## src/design/swm_pkg.sv

```systemverilog
// shared types and constants for the sliding window median filter
package swm_pkg;

  // largest window the cell row can hold
  localparam int WINDOW_MAX = 64;
  localparam int FILL_W     = $clog2(WINDOW_MAX + 1);
  localparam int POS_W      = (WINDOW_MAX > 2) ? $clog2(WINDOW_MAX) : 1;
  localparam int SAMPLE_W   = 32;
  localparam int WSIZE_W    = 7;
  localparam int COUNT_W    = 32;

  // commands broadcast to the cell row
  localparam logic [1:0] OP_HOLD = 2'd0;
  localparam logic [1:0] OP_DEL  = 2'd1;
  localparam logic [1:0] OP_INS  = 2'd2;

  // input word
  typedef struct packed {
    logic signed [SAMPLE_W-1:0] sample;
    logic                       restart;
  } swm_in_t;

  // result word
  typedef struct packed {
    logic signed [SAMPLE_W:0] median_x2;
    logic [COUNT_W-1:0]       result_count;
  } swm_out_t;

  // broadcast command: delete value x or insert value v
  typedef struct packed {
    logic [1:0]                 op;
    logic signed [SAMPLE_W-1:0] x;
    logic signed [SAMPLE_W-1:0] v;
  } swm_cmd_t;

  // per-cell occupancy flags
  typedef struct packed {
    logic valid;
    logic at_end;
  } swm_cell_ctl_t;

endpackage

```

## src/design/swm_cell.sv

```systemverilog
// one cell of the sorted row: holds a value, shifts down on delete, up on insert
module swm_cell import swm_pkg::*; (
  input  logic                       clk,
  input  swm_cmd_t                   cmd,
  input  swm_cell_ctl_t              ctl,
  input  logic signed [SAMPLE_W-1:0] left_val,
  input  logic                       left_gt,
  input  logic signed [SAMPLE_W-1:0] right_val,
  input  logic                       right_eqx,
  output logic signed [SAMPLE_W-1:0] val_o,
  output logic                       gt_o,
  output logic                       eqx_o
);

  logic signed [SAMPLE_W-1:0] val_r;
  logic signed [SAMPLE_W-1:0] val_nxt;
  logic                       shift_dn;

  // neighbor flags
  assign gt_o  = ctl.valid && (val_r > cmd.v);
  assign eqx_o = ctl.valid && (val_r == cmd.x);

  // delete takes out the last cell equal to x, so cells above it move down
  assign shift_dn = ctl.valid && ((val_r > cmd.x) || ((val_r == cmd.x) && !right_eqx));

  always_comb begin
    val_nxt = val_r;
    unique case (cmd.op)
      OP_HOLD: begin
        val_nxt = val_r;
      end
      OP_DEL: begin
        if (shift_dn) begin
          val_nxt = right_val;
        end
      end
      OP_INS: begin
        if (gt_o || ctl.at_end) begin
          val_nxt = left_gt ? left_val : cmd.v;
        end
      end
      default: begin
        val_nxt = val_r;
      end
    endcase
  end

  always_ff @(posedge clk) begin
    val_r <= val_nxt;
  end

  assign val_o = val_r;

endmodule

```

## config.mk

```make
export PLATFORM = sky130hd
export DESIGN_NAME = swm_cell
export DESIGN_NICKNAME = d
export VERILOG_FILES = /design/src/design/swm_pkg.sv /design/src/design/swm_cell.sv
export SDC_FILE = /design/constraint.sdc
export NUM_CORES = 1
export LEC_CHECK = 0
export BUFFER_PORTS_ARGS = -buffer_cell sky130_fd_sc_hd__buf_2
export CAP_MARGIN = 20
export CORE_UTILIZATION = 42
export CTS_BUF_LIST = sky130_fd_sc_hd__clkbuf_4 sky130_fd_sc_hd__clkbuf_8 sky130_fd_sc_hd__clkbuf_16
export CTS_CLUSTER_SIZE = 14
export DETAILED_ROUTE_END_ITERATION = 10
export GPL_TIMING_DRIVEN = 0
export PLACE_DENSITY = 0.78
export SYNTH_ARGS = -nofsm -noshare
export SYNTH_HDL_FRONTEND = slang
export SYNTH_SLANG_ARGS = --single-unit
```

## constraint.sdc

```tcl
create_clock -name clk -period 2.95 [get_ports clk]
set_input_delay 0.295 -clock clk [delete_from_list [all_inputs] [get_ports clk]]
set_output_delay 0.295 -clock clk [all_outputs]
set_load 0.02 [all_outputs]
```

==> results.yml <==
run_status:
  outcome: "completed"
floorplan:
  die_area_um2: 8240
  io_pins: 169
  core_um2: 7450
  die_h_um: 90.8
  die_x_um: 90.8
  start_util_pct: 44.4
  fp-row-count: 31
cts:
  ctsRootBufferMaster: "clkbuf_8"
  clk-insertion-delay-late_ns: 0.28
  clk_pin_slew_worst_paths_ns: 0.07
  cts.path.max_buffers: 2
  cts_buffers: 5
  post_cts_buffers: 0
  cts_max_level: 2
  cts_tree: "yes"
  clock-sinks: 32
pwr:
  vdd_ir_drop_max_mv: 0.163
  p_per_area_nw_per_um2: 332
  leakagePower_uw: 0.00246
route:
  wl_um: 9720
  detail-route-antenna-nets: 0
  dr_total_vias: 3360
  avgViaCountPerCell: 5.15
  detail_route.wl_per_cell_um: 14.9
  met1_length_um: 4210
  drc: 0
  highest_layer: "met4"
  dr.pass1.iters: 4
  drt_iter0_markers: 79
  wl_met2_um: 4850
  met3_length_um: 501
yosys:
  ys_seq_area_share_pct: 29.0
  synth-seq-cells: 32
  yosys.area_share.adder_pct: 24.2
  synth_compound_area_share_pct: 15.0
  async_reset_ff_share_pct: 0
  synth_area_um2: 3310
  yosysTopAreaCell: "edfxtp_1"
  synth_ff_type: "edfxtp_1"
  syn_nets: 580
  yosysMostFrequentCell: "inv_1"
  synth_cells: 381
  synth_edf_count: 32
  synth_top_area_share_pct: 29.0
  yosys-top-cells-count: "71 x inv_1, 64 x ha_1, 46 x nand2_1, 42 x o21ai_0, 33 x mux2i_1"
  synthMuxAreaShare_pct: 9.98
  yosys_warnings: 0
  synth_xor_area_share_pct: 0
  synth_simple_gate_area_share_pct: 12.5
  synthDistinctLibCells: 30
  synth_top_family_by_area: "adder cells"
  synth.area.top_cells: "edfxtp_1 29%, ha_1 24%, mux2i_1 10%, inv_1 8.1%, o21ai_0 6.4%"
  synth.avg_cell_area_um2: 8.68
finish:
  finalInstanceArea_um2: 4350
  fin_cells: 653
  antenna_cells: 0
  fin_util_pct: 58.5
  layout.nets: 755
  drive_gt1_share_pct: 33.2
  syn_to_final_growth_pct: 31.6
  num-fill-cells: 706
  largest_reg_flops: 32
global_routing:
  grt_antenna_before_repair: 0
  gr-total-overflow: 0
  grt_usage_pct: 23.6
  first_global_vias: 3435
  grt_pass1_wl_um: 15500
  grt_max_degree: 17
critical_path:
  worstSetupStartpoint: "val_o[27]"
  critPathTopFamily: "compound AO/OA/AOI/OAI gates"
  arrival_ns: 2.72
  criticalPathCategory: "flop to flop"
  crit_path_start_kind: "flop"
  crit_slowest_cell: "a311o_2"
  cp_max_fo: 16
  path_cells: "ha_1 -> nand4_1 -> nor4_1 -> nor2_1 -> a21o_1 -> a21oi_2 -> a311o_2"
  reg2reg_setup_slack_ns: 0.16
  end_kind: "flop"
  cpPeakStageDelay_ns: 0.52
  required_ns: 2.88
  r2r_start: "val_o[27]"
  cp_num_buf_inv: 0
timing:
  slew_viol_final: 0
  finalCriticalPeriod_ns: 2.79
  tightest_slew_ns: 0.493
  final.setup.tns_ns: 0
  fin_crit_sh_pct: 94.5
  relSlewSlack_pct: 67.1
  fmax_mhz: 359
  setup_viol: 0
  final_hold_viol_count: 0
  rsz0062_at_grt: "no"
  clock_skew_ns: 0.00498
placed_design:
  dpl-instance-area_um2: 4270
  dpl.cell_count: 647
  portBuffers: 167
  dp_hpwl_um: 8020
  gp_congestion: 0.836
job:
  drv_cap: 0
min_path:
  holdCritStartpoint: "right_val[2]"
  holdCritPathClass: "primary input to flop"
metal layers:
| metal | vias up | track usage, % |
|---|---|---|
| met5 | - | 0 |
| met1 | 1531 | 28.2 |
| met4 | 0 | 6.99 |
| li1 | 1702 | - |
| met2 | 115 | 43.0 |
| met3 | 12 | 3.62 |
power breakdown:
group | switching (uW) | internal, uW | total (uW)
sequential | 31.1 | 555 | 586
combinational | 309 | 239 | 548
clock | 162 | 152 | 314
total | 502 | 945 | 1450
final timing paths:
check,endpoint,cells past startpoint
worst max register to register,val_o[24],7
worst min-delay path,val_o[2],3
worst max-delay path,val_o[24],7
worst min register to register,val_o[18],4
metrics by stage:
stage               worst slack (ns)  power, uW  hold WS [ns]
floorplan                      0.106        916         0.482
global placement             -0.0769       1110         0.566
detailed placement           -0.0992       1140         0.573
CTS                            0.118       1460         0.275
global route                0.000214       1540         0.292
finish                         0.163       1450         0.288
area by class of cell:
class	instances	area [um^2]	share of cell area [%]
inverter	71	267	6.12
tap	99	124	2.85
buffer	10	41.3	0.949
multi-input combinational	269	2060	47.2
sequential	32	961	22.1
clock buffer	5	68.8	1.58
timing repair buffer	167	836	19.2
cell usage in the layout (no fill, tap or decap), types with 2 or more instances in the layout:
| master | n |
|---|---|
| clkbuf_1 | 7 |
| a21o_1 | 7 |
| nand2_1 | 46 |
| nand3_1 | 7 |
| a31oi_1 | 2 |
| a21oi_1 | 25 |
| a211oi_2 | 2 |
| clkbuf_8 | 5 |
| edfxtp_1 | 32 |
| inv_1 | 71 |
| ha_1 | 64 |
| buf_2 | 170 |
| nor3_1 | 6 |
| nor2_1 | 5 |
| a221oi_1 | 2 |
| nand4_1 | 11 |
| a311o_2 | 2 |
| o21ai_0 | 42 |
| mux2i_1 | 33 |
| nor2b_1 | 2 |
| and3_1 | 2 |
what timing repair did:
item | in CTS | in global routing
endpoints found under the setup margin | 32 | 0
hold buffers | 0 | 0
gates resized for setup | 1 | 0
worst register-to-register path: cells and delay by family (launching register included):
family	cells	cell delay, ns
compound gates	3	0.91
simple gates	3	0.70
fa+ha+maj	1	0.37
flops	1	0.44
cells by family (layout without fill, tap and decap cells):
kind of cell / count (synthesis) / count (layout)
muxes: 33 / 33
buffers and inverters: 81 / 253
and+or+nand+nor: 85 / 85
AOI/OAI and AO/OA: 86 / 87
adders and majority gates: 64 / 64
DFF: 32 / 32
Power figures use the tool's default switching activity.
